--- config.mk ---
export PLATFORM = sky130hd
export DESIGN_NAME = atlb_cell
export DESIGN_NICKNAME = d
export VERILOG_FILES = /design/src/hdl/atlb_pkg.sv /design/src/hdl/atlb_cell.sv
export SDC_FILE = /design/constraint.sdc
export NUM_CORES = 1
export LEC_CHECK = 0
export BUFFER_PORTS_ARGS = -buffer_cell sky130_fd_sc_hd__buf_2
export CORE_ASPECT_RATIO = 1.4
export CORE_MARGIN = 1
export CORE_UTILIZATION = 54
export CTS_BUF_LIST = sky130_fd_sc_hd__clkbuf_8
export DETAILED_ROUTE_END_ITERATION = 10
export GPL_ROUTABILITY_DRIVEN = 0
export PLACE_DENSITY = 0.94
export SLEW_MARGIN = 0
export SYNTH_ARGS = -nofsm -noshare
export SYNTH_HDL_FRONTEND = slang
export SYNTH_SLANG_ARGS = --single-unit
--- constraint.sdc ---
create_clock -name clk_i -period 6.4 [get_ports clk_i]
set_input_delay 0.32 -clock clk_i [delete_from_list [all_inputs] [get_ports clk_i]]
set_output_delay 0.32 -clock clk_i [all_outputs]
set_load 0.01 [all_outputs]
--- src/hdl/atlb_pkg.sv ---
// ----------------------------------------------------------------------------
// atlb_pkg
// Shared types and codes for the associative TLB with backing store.
// ----------------------------------------------------------------------------
package atlb_pkg;

  // Request kinds
  localparam logic REQ_READ  = 1'b0;
  localparam logic REQ_WRITE = 1'b1;

  // Response status codes
  localparam logic [1:0] ST_OK      = 2'd0;
  localparam logic [1:0] ST_MISS    = 2'd1;
  localparam logic [1:0] ST_BADPAGE = 2'd2;

  // Request transaction payload
  typedef struct packed {
    logic        req_type;
    logic [7:0]  proc_id;
    logic [15:0] page;
    logic [31:0] write_value;
  } tlb_req_t;

  // Response transaction payload
  typedef struct packed {
    logic [31:0] read_value;
    logic [1:0]  status;
  } tlb_rsp_t;

  // Control flags that travel with a request along the cell chain
  typedef struct packed {
    logic vld;  // slot carries a request
    logic ok;   // page is in range
    logic hit;  // read found its key, or write already placed
  } tok_ctl_t;

endpackage

--- src/hdl/atlb_cell.sv ---
// ----------------------------------------------------------------------------
// atlb_cell
// One TLB entry plus one slot of the request chain. The request passing
// through compares against the entry, picks up a read hit, or places a write
// (update on key match, fill when the entry is still free).
// ----------------------------------------------------------------------------
module atlb_cell import atlb_pkg::*; #(
  parameter int PW         = 6,
  parameter int VALUE_BITS = 32
) (
  input  logic                  clk_i,
  input  logic                  rst_ni,
  input  logic                  en_i,
  input  tok_ctl_t              ctl_i,
  input  tlb_req_t              req_i,
  input  logic [VALUE_BITS-1:0] hval_i,
  output tok_ctl_t              ctl_o,
  output tlb_req_t              req_o,
  output logic [VALUE_BITS-1:0] hval_o,
  output logic                  vld_o
);

  logic                  vld_q;
  logic [7:0]            proc_q;
  logic [PW-1:0]         page_q;
  logic [VALUE_BITS-1:0] value_q;

  tok_ctl_t              ctl_q, ctl_d;
  tlb_req_t              req_q;
  logic [VALUE_BITS-1:0] hval_q, hval_d;

  logic match, act, is_wr, upd, fill, rd_hit;

  // Compare and decide
  always_comb begin
    match  = vld_q && (proc_q == req_i.proc_id) && (page_q == req_i.page[PW-1:0]);
    act    = en_i && ctl_i.vld && ctl_i.ok && !ctl_i.hit;
    is_wr  = (req_i.req_type == REQ_WRITE);
    upd    = act && is_wr && (match || !vld_q);
    fill   = upd && !vld_q;
    rd_hit = act && !is_wr && match;
    ctl_d     = ctl_i;
    ctl_d.hit = ctl_i.hit | upd | rd_hit;
    hval_d    = rd_hit ? value_q : hval_i;
  end

  // Entry state; filled entries stay valid (entries are a prefix of the row)
  always_ff @(posedge clk_i or negedge rst_ni) begin
    if (!rst_ni) begin
      vld_q <= 1'b0;
    end else if (fill) begin
      vld_q <= 1'b1;
    end
  end

  always_ff @(posedge clk_i) begin
    if (fill) begin
      proc_q <= req_i.proc_id;
      page_q <= req_i.page[PW-1:0];
    end
    if (upd) begin
      value_q <= VALUE_BITS'(req_i.write_value);
    end
  end

  // Chain slot
  always_ff @(posedge clk_i or negedge rst_ni) begin
    if (!rst_ni) begin
      ctl_q <= '0;
    end else if (en_i) begin
      ctl_q <= ctl_d;
    end
  end

  always_ff @(posedge clk_i) begin
    if (en_i) begin
      req_q  <= req_i;
      hval_q <= hval_d;
    end
  end

  assign ctl_o  = ctl_q;
  assign req_o  = req_q;
  assign hval_o = hval_q;
  assign vld_o  = vld_q;

endmodule

After elaboration in Yosys (flattened, before gate mapping)
Index checks and enable logic that the tools add are counted.

Bits of input ports: 95. Bits in latches: 0. Word-level logic and storage cells: 31. Memory bits (read-only): 0. Memories: 0. RAM bits: 0. Bits in registers: 139.

Shift-type cells: 0. Add/subtract/negate cells: 0. Div/mod/pow operators: 0. Reduce and logical (&&, ||, !) cells: 14. Muxes and demuxes: 1. Multipliers: 0. Bitwise operators: 2. Equal/unequal tests: 2. Magnitude comparators: 0.

Operators by type and width (count): $mux W32 (1); $logic_and A1 B1 Y1 (10); $eq A8 B8 Y1 (1); $eq A6 B6 Y1 (1); $logic_not A1 Y1 (3); $or A1 B1 Y1 (2); $logic_or A1 B1 Y1 (1).

Logic depth before layout (Yosys ltp)
Depth in word-level cells: 7. Mapped depth: 6. Gate-level depth less buffers: 5.

Worst setup path after synthesis
No wires, ideal clock.

Path kind: register to register. From: reg page_q[1]. To: reg value_q[0] (enable). Arrival: 1.705 ns. Path slack: 4.309 ns. Stages on the path, launching flop included: 6. Buffers on the path: 0. Cells stage by stage: edfxtp_1 xnor2_1 nand4_1 nor4_2 o21bai_1 inv_1.

Cells in the longest elaborated chain, start to end: 4.

Ends and longest elaborated chain: start: declaration (RTL line atlb_cell.sv:25) `logic [PW-1:0] page_q;`; start signal: assignment (RTL line atlb_cell.sv:59) `page_q <= req_i.page[PW-1:0];`; $eq A6 B6 Y1 (RTL line atlb_cell.sv:36) `match = vld_q && (proc_q == req_i.proc_id) && (page_q == req_i.page[PW-1:0]);`; $logic_and A1 B1 Y1 (RTL line atlb_cell.sv:36); $logic_or A1 B1 Y1 (RTL line atlb_cell.sv:39) `upd = act && is_wr && (match || !vld_q);`; $logic_and A1 B1 Y1 (RTL line atlb_cell.sv:39); via upd (RTL line atlb_cell.sv:32) `logic match, act, is_wr, upd, fill, rd_hit;`; end signal: assignment (RTL line atlb_cell.sv:62) `value_q <= VALUE_BITS'(req_i.write_value);`; end: declaration (RTL line atlb_cell.sv:26) `logic [VALUE_BITS-1:0] value_q;`.

The timed path passes the listed nets, and every way through them passes these cells. A chain may end at the register's enable or synchronous reset.

Final worst setup path
From: reg proc_q[3]. To: reg hval_q[14] (netlist: hval_o[14]), data pin.

Cells in the longest elaborated chain, start to end: 5.

Ends and longest elaborated chain: start: declaration (RTL line atlb_cell.sv:24) `logic [7:0] proc_q;`; start signal: assignment (RTL line atlb_cell.sv:58) `proc_q <= req_i.proc_id;`; $eq A8 B8 Y1 (RTL line atlb_cell.sv:36); $logic_and A1 B1 Y1 (2 in a row) (RTL line atlb_cell.sv:36); $logic_and A1 B1 Y1 (RTL line atlb_cell.sv:41) `rd_hit = act && !is_wr && match;`; $mux W32 (RTL line atlb_cell.sv:44) `hval_d = rd_hit ? value_q : hval_i;`; via hval_d[14] (RTL line atlb_cell.sv:30) `logic [VALUE_BITS-1:0] hval_q, hval_d;`; end signal: assignment (RTL line atlb_cell.sv:78) `hval_q <= hval_d;`; end: declaration (RTL line atlb_cell.sv:30).

The timed path passes the listed nets, and every way through them passes these cells.

==> flow_metrics.py <==
metrics = {
    "cells_and_area": {
        "fin_area_mm2": 0.00620,
        "num-nets-final": 509,
        "syn_to_final_growth_pct": 29.4,
        "drive_above_1_share_pct": 59.3,
        "n_antenna_cell": 0,
    },
    "detailed_routing": {
        "via_per_inst": 5.09,
        "drt_iter0_drc": 142,
        "antenna_left": 0,
        "drcViolationCount": 0,
        "vias": 2708,
        "firstDrtPassIters": 4,
        "routed_wl_mm": 9.35,
        "drt-wirelength-per-cell_um": 17.6,
    },
    "synthesis": {
        "synth.area.top_cells": "edfxtp_1 85%, mux2_2 7.8%, xnor2_1 2.6%, dfrtp_1 2.1%, buf_6 0.70%",
        "ys_seq_elements": 139,
        "syn_area_mm2": 0.00479,
        "yosys.area_share.xor_xnor_pct": 2.56,
        "syn_nets": 303,
        "yosys_warnings": 0,
        "syn_inst": 208,
        "synth_top_family_by_area": "multiplexers",
        "yosysTopAreaCell": "edfxtp_1",
        "synthAdderAreaFrac_pct": 0,
        "synth.yosys.seq_area_share_pct": 86.7,
        "yosysTopAreaCellShare_pct": 84.6,
        "synthDistinctLibCells": 16,
        "yosys.area_share.simple_pct": 1.54,
        "synth_compound_area_share_pct": 0.444,
        "avgSynthCellArea_um2": 23.0,
        "synthMuxAreaShare_pct": 7.75,
    },
    "cts": {
        "cts_tree": "built",
        "cts_root_buf": "clkbuf_8",
        "htree_levels": 4,
        "clkTransAtPathRegs_ps": 70,
        "cts.sinks": 139,
        "clock_path_buffers": 2,
        "cts-buffers-inserted": 17,
        "insertion_delay_ps": 420,
    },
    "worst_hold_path": {
        "min_path_cells": 1,
        "hold_class": "in2reg",
        "min_to": "req_o[43]$_DFFE_PP_",
        "holdCritStartpoint": "req_i[43]",
    },
    "sta": {
        "maxSlewViolCount": 0,
        "fin_setup_tns_ps": 0,
        "timing.hold.ws_ps": 71.3,
        "rsz0062_at_grt": "no",
        "fin_crit_sh_pct": 42.0,
        "hold_viol": 0,
        "slew_headroom_pct": 25.4,
        "setup_viol": 0,
        "worstMarginPinSlew_ps": 1120,
        "fin_crit_ps": 2690,
        "fmaxAchievable_mhz": 372,
        "worst_slack_ps": 3710,
        "clock_skew_ps": 11.1,
    },
    "global_routing": {
        "antenna_found_initial": 1,
        "track_usage_pct": 20.9,
        "grt_max_degree": 51,
        "grt.overflow.total": 0,
        "grt_pass1_vias": 2809,
        "grt_pass1_wl_mm": 13.4,
    },
    "worst_setup_path": {
        "critPathSlowestCell": "nand3b_2",
        "rrSetupSlack_ps": 3710,
        "cp.arrival_ps": 2860,
        "worstReg2RegStart": "proc_q[3]$_DFFE_PP_",
        "start_kind": "flop",
        "critPathKind": "reg2reg",
        "r2r_cells": 5,
        "cp_cell_sequence": "xnor2_1 > nand4_1 > nor4_2 > nand3b_2 > mux2_2",
        "critPathCaptureType": "flop",
        "critPathRequiredTime_ps": 6570,
        "worstPathMaxFanout": 33,
        "slowest_delay_ps": 740,
        "r2r-end": "hval_o[14]$_DFFE_PP_",
    },
    "floorplan": {
        "initial_core_util_pct": 55.7,
        "rows": 40,
        "io_pins": 188,
        "die_width_um": 81.6,
        "core-area_mm2": 0.00861,
        "dieArea_mm2": 0.00926,
        "fp.dieH_um": 113,
    },
    "place": {
        "hpwlAfterDp_mm": 6.63,
        "io_buffers": 187,
        "place_area_mm2": 0.00584,
        "place_ws_ps": 3480,
    },
    "run": {
        "maxCapViolCount": 0,
    },
    "pwr": {
        "p_leak_nw": 2.49,
        "max-vdd-ir-drop_v": 0.000258,
        "pwr_density_cell_mw_per_mm2": 291,
        "p_total_mw": 1.80,
    },
    "outcome": {
        "status": "finished, final reports clean",
    },
}
## cell usage after synthesis (all sizes together)
cell    number
inv          4
nand3b       1
nor2         2
nand2        3
nand4        3
dfrtp        4
o21bai       1
edfxtp     135
o21ai        1
a41oi        1
buf          3
nor4         1
nor3b        1
xnor2       14
nand3        1
mux2        33
## kinds of logic (layout without fill, tap and decap cells)
family | count (synthesis) | count (layout)
AO/OA/AOI/OAI | 3 | 3
XOR/XNOR | 14 | 14
buffers and inverters | 7 | 226
flip-flops | 139 | 139
multiplexers | 33 | 33
AND/OR/NAND/NOR | 12 | 12
## metal layers
layer  vias to the layer above  wire length [um]  track usage, %
met2                       146              5490            39.5
met5                         -                13               0
li1                       1230                 -               -
met4                         2               149            9.36
met3                        15               628            6.64
met1                      1315              3070            19.5
## worst max path at each step
| stage | from | endpoint | cells after the start |
|---|---|---|---|
| CTS | page_q[5]$_DFFE_PP_ | hval_o[14]$_DFFE_PP_ | 5 |
| detailed placement | en_i | hval_o[14]$_DFFE_PP_ | 5 |
| global placement | en_i | hval_o[4]$_DFFE_PP_ | 5 |
| finish | proc_q[3]$_DFFE_PP_ | hval_o[14]$_DFFE_PP_ | 5 |
| floorplan | page_q[1]$_DFFE_PP_ | value_q[0]$_DFFE_PP_ | 5 |
| global route | page_q[5]$_DFFE_PP_ | hval_o[14]$_DFFE_PP_ | 5 |
## placed cells by master, fill, tap and decap left out, types with 4 or more instances in the layout
cell and instances:
buf_2 186, clkbuf_8 17, clkinv_2 5, clkinvlp_4 5
dfrtp_1 4, edfxtp_1 135, inv_1 7, mux2_2 33
xnor2_1 14
## final cells by class
| class | instances | area (um^2) |
|---|---|---|
| well taps | 105 | 131 |
| repair buffers | 190 | 963 |
| clock inverters | 15 | 113 |
| flip-flops and latches | 139 | 4150 |
| inverters | 4 | 15.0 |
| multi-input cells | 62 | 589 |
| clock buffers | 17 | 234 |
| fillers | 558 | 2410 |
## where the power goes
part	leakage, nW	internal [mW]	switching [mW]
logic	0.981	0.0628	0.0746
registers	1.33	1.05	0.0131
clock network	0.177	0.298	0.305
total	2.49	1.41	0.393
## flip-flops by register name, summed over array words and instances (netlist names)
register and flops:
req_o 57, hval_o 32, value_q 32, proc_q 8
page_q 6, ctl_o 3, vld_o 1
## worst max-delay path, delay by kind of cell, from the launching register on
family        cells  cell delay (ps)
mux               1              580
flops             1              380
simple gates      3             1280
xor+xnor          1              190
## per-stage QoR
stage                     utilization (%)  std cells
after global placement               67.9        499
after global routing                 72.0        532
final                                72.0        532
after CTS                            72.0        532
after floorplan                         -        208
after detailed placement             67.9        499
## what timing repair did
item | 4_1_cts | 5_1_grt
hold endpoints to repair | 4 | 0
hold buffers | 1 | 0
setup buffers | 0 | 0
endpoints found under the setup margin | 0 | 0
resized for setup | 0 | 0
Note: power is estimated with default switching activity, not from simulation.
