`src/hdl/atlb_pkg.sv`:
```
// ----------------------------------------------------------------------------
// atlb_pkg
// Shared types and codes for the associative TLB with backing store.
// ----------------------------------------------------------------------------
package atlb_pkg;

  // Request kinds
  localparam logic REQ_READ  = 1'b0;
  localparam logic REQ_WRITE = 1'b1;

  // Response status codes
  localparam logic [1:0] ST_OK      = 2'd0;
  localparam logic [1:0] ST_MISS    = 2'd1;
  localparam logic [1:0] ST_BADPAGE = 2'd2;

  // Request transaction payload
  typedef struct packed {
    logic        req_type;
    logic [7:0]  proc_id;
    logic [15:0] page;
    logic [31:0] write_value;
  } tlb_req_t;

  // Response transaction payload
  typedef struct packed {
    logic [31:0] read_value;
    logic [1:0]  status;
  } tlb_rsp_t;

  // Control flags that travel with a request along the cell chain
  typedef struct packed {
    logic vld;  // slot carries a request
    logic ok;   // page is in range
    logic hit;  // read found its key, or write already placed
  } tok_ctl_t;

endpackage

```
`src/hdl/atlb_store.sv`:
```
// ----------------------------------------------------------------------------
// atlb_store
// Per-page backing byte store at the end of the chain, its clearing pass
// after reset, and the response register.
// ----------------------------------------------------------------------------
module atlb_store import atlb_pkg::*; #(
  parameter int ENTRIES    = 64,
  parameter int VALUE_BITS = 32
) (
  input  logic                  clk_i,
  input  logic                  rst_ni,
  input  logic                  en_i,
  input  tok_ctl_t              ctl_i,
  input  tlb_req_t              req_i,
  input  logic [VALUE_BITS-1:0] hval_i,
  output logic                  busy_o,
  output logic                  rsp_vld_o,
  output tlb_rsp_t              rsp_o
);

  localparam int PW = $clog2(ENTRIES);

  logic [7:0]            mem_q [ENTRIES];
  logic [7:0]            rdata_q;
  logic [PW-1:0]         clr_q;
  logic                  busy_q;

  tok_ctl_t              s_ctl_q;
  logic                  s_wr_q;
  logic [VALUE_BITS-1:0] s_hval_q;

  logic                  rsp_vld_q;
  tlb_rsp_t              rsp_q, rsp_d;

  logic                  we, re;
  logic [PW-1:0]         wa;
  logic [7:0]            wd;

  // Memory port selection: clearing pass owns the write port while busy
  always_comb begin
    we = busy_q || (en_i && ctl_i.vld && ctl_i.ok && (req_i.req_type == REQ_WRITE));
    wa = busy_q ? clr_q : req_i.page[PW-1:0];
    wd = busy_q ? 8'd0 : req_i.write_value[7:0];
    re = en_i && ctl_i.vld;
  end

  always_ff @(posedge clk_i) begin
    if (we) begin
      mem_q[wa] <= wd;
    end
    if (re) begin
      rdata_q <= mem_q[req_i.page[PW-1:0]];
    end
  end

  // Clearing pass, one entry per cycle
  always_ff @(posedge clk_i or negedge rst_ni) begin
    if (!rst_ni) begin
      busy_q <= 1'b1;
      clr_q  <= '0;
    end else if (busy_q) begin
      clr_q <= clr_q + 1'b1;
      if (clr_q == PW'(ENTRIES - 1)) begin
        busy_q <= 1'b0;
      end
    end
  end

  // Lookup stage alongside the memory read
  always_ff @(posedge clk_i or negedge rst_ni) begin
    if (!rst_ni) begin
      s_ctl_q <= '0;
    end else if (en_i) begin
      s_ctl_q <= ctl_i;
    end
  end

  always_ff @(posedge clk_i) begin
    if (en_i) begin
      s_wr_q   <= (req_i.req_type == REQ_WRITE);
      s_hval_q <= hval_i;
    end
  end

  // Response formatting
  always_comb begin
    rsp_d = '0;
    if (!s_ctl_q.ok) begin
      rsp_d.status = ST_BADPAGE;
    end else if (s_wr_q) begin
      rsp_d.status = ST_OK;
    end else if (s_ctl_q.hit) begin
      rsp_d.read_value = 32'(s_hval_q);
      rsp_d.status     = ST_OK;
    end else begin
      rsp_d.read_value = {24'd0, rdata_q};
      rsp_d.status     = ST_MISS;
    end
  end

  always_ff @(posedge clk_i or negedge rst_ni) begin
    if (!rst_ni) begin
      rsp_vld_q <= 1'b0;
    end else if (en_i) begin
      rsp_vld_q <= s_ctl_q.vld;
    end
  end

  always_ff @(posedge clk_i) begin
    if (en_i) begin
      rsp_q <= rsp_d;
    end
  end

  assign busy_o    = busy_q;
  assign rsp_vld_o = rsp_vld_q;
  assign rsp_o     = rsp_q;

endmodule
```
`config.mk`:
```
export PLATFORM = sky130hd
export DESIGN_NAME = atlb_store
export DESIGN_NICKNAME = d
export VERILOG_FILES = /design/src/hdl/atlb_pkg.sv /design/src/hdl/atlb_store.sv
export SDC_FILE = /design/constraint.sdc
export NUM_CORES = 1
export LEC_CHECK = 0
export ABC_AREA = 1
export BUFFER_PORTS_ARGS = -buffer_cell sky130_fd_sc_hd__buf_4
export CORE_MARGIN = 4
export CORE_UTILIZATION = 53
export CTS_BUF_LIST = sky130_fd_sc_hd__clkbuf_8
export DETAILED_ROUTE_END_ITERATION = 8
export PLACE_DENSITY = 0.71
export SYNTH_ARGS = -nofsm -noshare
export SYNTH_HDL_FRONTEND = slang
export SYNTH_SLANG_ARGS = --single-unit
```
`constraint.sdc`:
```
create_clock -name clk_i -period 4.06 [get_ports clk_i]
set_clock_uncertainty 0.2 [all_clocks]
set_input_delay 0.812 -clock clk_i [delete_from_list [all_inputs] [get_ports clk_i]]
set_output_delay 0.812 -clock clk_i [all_outputs]
set_load 0.02 [all_outputs]
```
=== Word-level counts from Yosys, hierarchy flattened ===
Memories as Yosys holds them, arrays and structs flattened. A register that Yosys moved wholly into a read port is not among the register bits.
Cells that the tools add are included.

* Memories kept: 1
* Output and inout port bits: 36
* Word-level logic and storage cells: 31
* Bits in writable memories: 512
* Register bits after elaboration: 78

{| class="wikitable"
|+ Memories
! memory !! depth !! width !! rd ports !! clocked after Yosys merged registers in !! wr ports !! RTL line !! source
|-
| mem_q || 64 || 8 || 1 || 1 || 1 || atlb_store.sv:23 || <nowiki>logic [7:0] mem_q [ENTRIES];</nowiki>
|}

* Mux-type cells: 8
* Equal/unequal tests: 1
* Bitwise gates (word level): 2
* $add $sub $neg: 1
* Reduce and logical (&&, ||, !) cells: 6

{| class="wikitable"
|+ Operators with widths
! kind !! number
|-
| $mux 10 || 1
|-
| $mux 8 || 1
|-
| $add 6x1->6 const B || 1
|-
| $eq 6x6->1 const B || 1
|-
| $mux 6 || 1
|-
| $mux 1 || 4
|-
| $logic_and 1x1->1 || 3
|-
| $reduce_or 3->1 || 1
|-
| $mux 2 || 1
|-
| $not 1->1 || 2
|-
| $reduce_or 2->1 || 1
|-
| $logic_or 1x1->1 || 1
|}

=== Longest topological paths before layout ===
Gate-level depths: netlist (run 1).

* Word-level depth: 6
* Gate-level depth with buffers: 12
* Gate-level depth less buffers: 9

=== Least setup slack after synthesis (run 1) ===
Ideal clock, no wire load.

* Kind: in2reg
* Start: in req_i[0] in the netlist's numbering
* End: mem mem_q[0][0] (data pin)
* Slack: 1.011 ns
* Cell stages on the path: 2
* Arrival: 2.347 ns
* Buffers on the path: 0
* Cell sequence: inv_1 nor2_1

* Word-level cells in the longest chain between the ends: 1

{| class="wikitable"
|+ Ends and longest elaborated chain
! item !! RTL line !! source
|-
| from (decl) || atlb_store.sv:14 || <nowiki>input tlb_req_t req_i,</nowiki>
|-
| $mux 8 || atlb_store.sv:43 || <nowiki>wd = busy_q ? 8'd0 : req_i.write_value[7:0];</nowiki>
|-
| net wd[0] || atlb_store.sv:37 || <nowiki>logic [7:0] wd;</nowiki>
|-
| to (decl) || atlb_store.sv:23 ||
|}

The timed path passes the listed nets, and every way through them passes these cells.

=== Worst setup path in the final report (run 1) ===
* Start: reg busy_q (netlist: busy_o)
* End: mem mem_q[16][7] (enable)

* Word-level cells in the longest chain between the ends: 3

{| class="wikitable"
|+ Ends and longest elaborated chain
! item !! RTL line !! source
|-
| from (decl) || atlb_store.sv:26 || <nowiki>logic busy_q;</nowiki>
|-
| from (signal assigned) || atlb_store.sv:59 || <nowiki>busy_q <= 1'b1;</nowiki>
|-
| from (signal assigned) || atlb_store.sv:64 || <nowiki>busy_q <= 1'b0;</nowiki>
|-
| $logic_or 1x1->1 || atlb_store.sv:41 || <nowiki>we = busy_q || (en_i && ctl_i.vld && ctl_i.ok && (req_i.req_type == REQ_WRITE));</nowiki>
|-
| $mux 1 || atlb_store.sv:48 || <nowiki>if (we) begin</nowiki>
|-
| $mux 1 (implied by the code) || atlb_store.sv:49 || <nowiki>mem_q[wa] <= wd;</nowiki>
|}

Parallel ways exist; a longest one is shown, timed or not.

==> summary.md, run 1 <==
| Metric | Value |
|---|---|
| CP startpoint kind | `flop` |
| LEAKAGE | `10.0 nW` |
| Hold Path Class | `in -> reg` |
| Post-detail-place hpwl | `31,300 µm` |
| CTS resizes | `0` |
| Synth Net Count | `2,120` |
| Share of post-route cells with drive strength above 1 | `0.110` |
| Ys flop type | `edfxtp_1` |
| Outcome | `complete, no violations` |
| I/O pins | `131` |
| Gp weighted congestion | `0.857` |
| CP Cell Sequence | `inv_2 > or2_2 > o21ai_2 > nand3_1 > nor2_1` |
| Fill count | `3,438` |
| Synth Cell Area | `24,100 µm²` |
| DR vias/cell | `5.57` |
| Setup crit end kind | `flop` |
| Slew margin rel. | `0.307` |
| WL/cell | `19.8 µm` |
| Maxcap violations | `0` |
| Initial antenna violation count | `4` |
| Fin crit share | `0.818` |
| Final Critical Period | `3320 ps` |
| RSZ-0062 raised after global routing | `no` |
| Fmax | `301 MHz` |
| Sequential area share after synthesis | `0.744` |
| Register area | `17,900 µm²` |
| P per Cell Area | `446 nW/µm²` |
| CP Buf/Inv Count | `1` |
| TritonCTS clock tree | `yes` |
| Crit path max-delay family | `simple AND/OR/NAND/NOR gates` |
| Post-synth ARST share | `0.0184` |
| RR Startpoint | `busy_o$_DFF_PN1_` |
| Crit-path max FO | `23` |
| FP Rows | `77` |
| Final Setup Violations | `0` |
| Htree depth | `3` |
| Layout Nets | `2,221` |
| Placeable Area | `44,500 µm²` |
| Routed wire length | `55,100 µm` |
| First-pass GRT wire length | `85,100 µm` |
| Max-slew violations | `0` |
| Die height | `221 µm` |
| Clock Path Buffers | `3` |
| YS warnings | `0` |
| Number of routed nets with antenna violations | `0` |
| I/O Buffers | `88` |
| Commonest cells after routing, fill and taps aside | `684 x nand2_1, 587 x edfxtp_1, 445 x nand3_1` |
| Area of the multi-input gates | `5430 µm²` |
| Worst-Margin Slew | `1040 ps` |
| Worst Hold Launch | `hval_i[5]` |
| First drt pass iteration count | `6` |
| Setup crit start | `busy_o$_DFF_PN1_` |
| Die X | `221 µm` |
| DRC Markers | `0` |
| Root Buffer | `clkbuf_8` |
| Final hold violations | `0` |
| Mean area per synthesized cell | `11.9 µm²` |
| Maximum VDD drop | `0.245 mV` |
| Setup TNS | `0 ps` |
| Setup ws final | `739 ps` |
| Number of global-route vias before repair | `15,000` |
| Post-synth cell types | `27` |
| Largest net degree at the start of global routing | `189` |
| Data required, critical path | `4130 ps` |
| CTS sink cnt | `598` |
| Drt initial violations | `1,690` |
| Max incr delay on CP | `980 ps` |
| Number of synthesized flops with an enable pin | `587` |
| Fin Hold WS | `156 ps` |
| Arrival time at the worst endpoint | `3390 ps` |
| CTS Buf Count | `92` |
| Clock Pin Slew Worst Setup and Hold Paths | `60 ps` |
| Synth Instances | `2,024` |
| Die area | `48,900 µm²` |
| Setup slack, reg-to-reg | `740 ps` |
| CP max stage cell | `dfstp_2` |
| Commonest non-fill, non-tap cell in the layout | `nand2_1` |
| GRT overflow | `0` |
| Starting density of the core | `0.541` |
| Worst slack, placed | `781 ps` |
| Total GRT Usage | `0.222` |
| Via count | `15,500` |
| Worst-skew pair later-pin latency | `660 ps` |
| Area delta synth->final | `11.4%` |
| Synth Register Bits | `598` |
| Setup CP Type | `reg -> reg` |
metrics by stage:
step           cell area, µm²  std cells  utilization  total power [mW]
5_1_grt                 26800       2785        0.602              12.4
3_3_place_gp            25200       2622        0.567              7.73
3_5_place_dp            25200       2622        0.567              7.75
4_1_cts                 26800       2784        0.602              12.0
2_1_floorplan           24100       2024            -              7.45
6_report                26800       2785        0.602              12.0
what timing repair did:
item,in CTS,in global routing
hold endpoints to repair,11,0
buffers inserted,0,0
hold buffers,1,0
Yosys cell counts, drive strengths merged, types with 2 or more instances:
master | instances | area share
a21oi | 2 | 0.00057
buf | 97 | 0.022
clkbuf | 18 | 0.0028
dfrtp | 10 | 0.010
edfxtp | 587 | 0.73
inv | 51 | 0.0081
nand2 | 684 | 0.11
nand3 | 445 | 0.093
nand4 | 8 | 0.0021
nor2 | 102 | 0.016
o21ai | 9 | 0.0022
xor2 | 5 | 0.0018
layer usage:
metal | up-vias | global-route usage | wire length (µm)
li1 | 7264 | - | -
met3 | 132 | 0.0518 | 5230
met4 | 6 | 0.0890 | 1780
met5 | - | 0 | 34
met2 | 716 | 0.349 | 25700
met1 | 7390 | 0.306 | 22300
power by group:
part	switching, mW	leakage [nW]	internal (mW)
clock network	2.19	0.924	2.13
registers	0.0184	5.49	6.85
logic	0.550	3.63	0.211
total	2.76	10.0	9.19
layout make-up:
cell class	instances	share of cell area
timing repair buffer	122	0.0363
clock inverter	67	0.00989
tap	592	0.0276
clock buffer	94	0.0483
sequential	598	0.668
inverter	52	0.00751
multi-input combinational	1259	0.203
antenna	1	0.0000933
worst paths after layout:
check,to,cells past startpoint
worst min register to register,busy_o$_DFF_PN1_,1
worst max-delay path,mem_q[16][7]$_DFFE_PP_,5
max in group asynchronous,busy_o$_DFF_PN1_,2
min in group asynchronous,clr_q[3]$_DFFE_PN0P_,2
worst max register to register,mem_q[16][7]$_DFFE_PP_,5
worst min-delay path,s_hval_q[5]$_DFFE_PP_,1
worst register-to-register path, delay by kind of cell, from the launching register on:
family	cells	cell delay [ps]
DFF	1	980
buffers and inverters	1	190
and+or+nand+nor	3	1480
AOI/OAI and AO/OA	1	120
state kept, by name, summed over array words and instances, names as in the netlist:
register   count
rdata_q        8
s_wr_q         1
busy_o         1
rsp_o         34
s_ctl_q        3
s_hval_q      32
clr_q          6
rsp_vld_o      1
mem_q        512
kinds of logic after synthesis:
logic type,Yosys count,share of synthesized area
AO/OA/AOI/OAI,12,0.00302
XOR/XNOR,5,0.00182
adder cells (fa/ha/maj),1,0.000520
buffers and inverters,167,0.0327
flip-flops,598,0.744
AND/OR/NAND/NOR,1241,0.218
(Power assumes the default switching activity.)
==> inputs of run 2 (changes only) <==
Clock period 4.06 ns to 3.1 ns, I/O delays scaled along.
==> run 2 against run 1 <==
Effect of this change:
- final cell count is 3.8% higher
- sequential cell count did not move
- cell area increased by 3.7%
- die area is the same
- first-iteration DRC count rose by 2.0%
- core utilization rose by 2.2 points
- global-route usage up 0.59 points
- combinational power rose by 39%
==> summary.md, run 2 (synthesis results as in run 1) <==
| Metric | Value |
|---|---|
| Outcome | `complete, no violations` |
| Max-slew violations | `0 (unchanged)` |
| First-pass GRT wire length | `88,000 µm (+3.4%)` |
| Final Setup Violations | `0 (unchanged)` |
| Final Critical Period | `2750 ps (-574 ps)` |
| Net Switching | `3.68 mW (+33%)` |
| Number of cells on the worst reg-to-reg path | `6 (+1)` |
| Placeable Area | `44,500 µm² (unchanged)` |
| CP startpoint kind | `flop` |
| Fmax | `364 MHz (+21%)` |
| Clock share of power | `0.368 (+0.006)` |
| CTS sink cnt | `598 (unchanged)` |
| Arrival time at the worst endpoint | `2900 ps (-490 ps)` |
| Drt initial violations | `1,723 (+2.0%)` |
| P_int | `12.2 mW (+33%)` |
| CTS resizes | `0 (unchanged)` |
| Clock Path Buffers | `3 (unchanged)` |
| Worst-Margin Slew | `966 ps (-72.7 ps)` |
| Area delta synth->final | `15.6%` |
| Gp weighted congestion | `0.863 (+0.72%)` |
| Starting density of the core | `0.541 (unchanged)` |
| Combinational group share of total power | `0.067 (+0.003)` |
| Number of routed nets with antenna violations | `0 (unchanged)` |
| Crit path max-delay family | `simple AND/OR/NAND/NOR gates` |
| Final cell count without fillers | `2,891 (+3.8%)` |
| Top reg by flops | `mem_q` |
| Layout Nets | `2,321 (+4.5%)` |
| RR Startpoint | `busy_o$_DFF_PN1_` |
| Worst Hold Launch | `ctl_i[1]` |
| Area of the multi-input gates | `5430 µm² (unchanged)` |
| DRC Markers | `0 (unchanged)` |
| Maxcap violations | `0 (unchanged)` |
| Post-detail-place hpwl | `32,000 µm (+2.2%)` |
| Most used cell, CP | `buf_4` |
| Slew margin rel. | `0.354 (+0.0470)` |
| Largest net degree at the start of global routing | `137 (-28%)` |
| Htree depth | `3 (unchanged)` |
| TritonCTS clock tree | `yes` |
| CP max stage cell | `dfstp_2` |
| Max incr delay on CP | `660 ps (-320 ps)` |
| Final Core Density | `0.625 (+0.0225)` |
| GRT overflow | `0 (unchanged)` |
| Routed wire length | `56,500 µm (+2.7%)` |
| Share of post-route cells with drive strength above 1 | `0.138 (+0.0284)` |
| Setup crit end kind | `flop` |
| WL/cell | `19.6 µm (-1.1%)` |
| Switch share | `0.232 (+0.000533)` |
| Worst-skew pair later-pin latency | `660 ps (about the same)` |
| Total GRT Usage | `0.228 (+0.00591)` |
| Worst r2r dst | `mem_q[14][1]$_DFFE_PP_` |
| Cell Count Post-Placement | `2,684 (+2.4%)` |
| Data required, critical path | `3250 ps (-880 ps)` |
| Die X | `221 µm (unchanged)` |
| Setup TNS | `0 ps (unchanged)` |
| Fin Hold WS | `141 ps (-14.4 ps)` |
| Setup CP Type | `reg -> reg` |
| Commonest cells after routing, fill and taps aside | `684 x nand2_1, 587 x edfxtp_1, 445 x nand3_1` |
| P per Cell Area | `572 nW/µm² (+28%)` |
| Crit-path max FO | `12 (-48%)` |
| Fill count | `3,365 (-2.1%)` |
| Die height | `221 µm (unchanged)` |
| Setup slack, reg-to-reg | `350 ps (-390 ps)` |
| Hold Path Class | `in -> reg` |
| Max reg flops | `512 (unchanged)` |
| Fin crit share | `0.886 (+0.0680)` |
| Maximum VDD drop | `0.285 mV (+16%)` |
| CP Cell Sequence | `nand2_1 > o21ai_0 > nand4_1 > buf_4 > nor2_1 > buf_4` |
| PnR Total Power | `15.9 mW (+33%)` |
| FP Rows | `77 (unchanged)` |
| Clock Pin Slew Worst Setup and Hold Paths | `60 ps (about the same)` |
| Number of global-route vias before repair | `15,800 (+4.9%)` |
| Commonest non-fill, non-tap cell in the layout | `nand2_1` |
| Via count | `16,100 (+3.7%)` |
| Register share of total power | `0.566 (-0.008)` |
| I/O Buffers | `88 (unchanged)` |
| I/O pins | `131 (unchanged)` |
| CP Buf/Inv Count | `2 (+1)` |
| Die area | `48,900 µm² (unchanged)` |
| Root Buffer | `clkbuf_8` |
| Hold EP | `s_ctl_q[1]$_DFFE_PN0P_` |
| Initial antenna violation count | `2 (-2)` |
| Min-Delay Path Depth | `3 (+2)` |
| DR vias/cell | `5.56 (-0.11%)` |
| Final hold violations | `0 (unchanged)` |
| RSZ-0062 raised after global routing | `no` |
| First drt pass iteration count | `5 (-1)` |
| Register area | `17,900 µm² (unchanged)` |
| CTS Buf Count | `95 (+3.3%)` |
| LEAKAGE | `10.6 nW (+5.3%)` |
-- run 2: cell types whose count changed in the layout (fill, tap and decap cells not counted), sizes merged --
| cell | change |
|---|---|
| buf | +62 |
| inv | -8 |
| dlygate4sd3 | +35 |
| clkinvlp | +4 |
| clkinv | +9 |
| clkbuf | +4 |
-- run 2: tightest hold or removal path, delay by kind of cell --
kind | cells | cell delay, ps
AO/OA/AOI/OAI | 1 | 120
buffers and inverters | 1 | 80
AND/OR/NAND/NOR | 1 | 130
-- run 2: what timing repair did --
item | CTS | global route
hold endpoints to repair | 46 | 0
endpoints found under the setup margin | 0 | 0
buffers inserted | 0 | 0
hold buffers | 36 | 0
-- run 2: worst max-delay path by stage --
stage	from	end	slack, ps	depth (start not counted)
final	busy_o$_DFF_PN1_	mem_q[14][1]$_DFFE_PP_	350	6
after global routing	busy_o$_DFF_PN1_	mem_q[52][0]$_DFFE_PP_	240	5
after CTS	busy_o$_DFF_PN1_	mem_q[53][0]$_DFFE_PP_	350	5
after detailed placement	req_i[33]	mem_q[14][3]$_DFFE_PP_	120	7
after global placement	req_i[33]	mem_q[14][3]$_DFFE_PP_	210	7
after floorplan	busy_o$_DFF_PN1_	mem_q[0][0]$_DFFE_PP_	110	3
-- run 2: through the flow --
stage	cell area, µm²	setup WS (ps)
floorplan	24100	109
global placement	25800	212
detailed placement	25800	118
CTS	27800	353
global route	27800	236
finish	27800	354
-- run 2: cell type report --
| type | instances | area share |
|---|---|---|
| repair buffers | 219 | 0.0674 |
| clock inverters | 72 | 0.0111 |
| clock buffers | 98 | 0.0485 |
| multi-input cells | 1259 | 0.195 |
| diodes | 1 | 0.0000900 |
| flip-flops and latches | 598 | 0.644 |
| well taps | 592 | 0.0266 |
| inverters | 52 | 0.00724 |
-- run 2: per-layer routing --
layer | vias to the layer above | track usage | routed length (µm)
met3 | 100 | 0.0550 | 4860
met2 | 726 | 0.359 | 26500
met4 | 2 | 0.0884 | 1690
li1 | 7474 | - | -
met5 | - | 0 | 18
met1 | 7778 | 0.313 | 23500
-- run 2: power groups by stage --
stage	clock, mW	combinational [mW]	sequential, mW
after floorplan	0	0.571	9.19
after global placement	0	0.983	9.15
after detailed placement	0	1.01	9.16
after CTS	5.96	1.05	8.99
after global routing	6.38	1.15	8.99
final	5.85	1.06	8.99
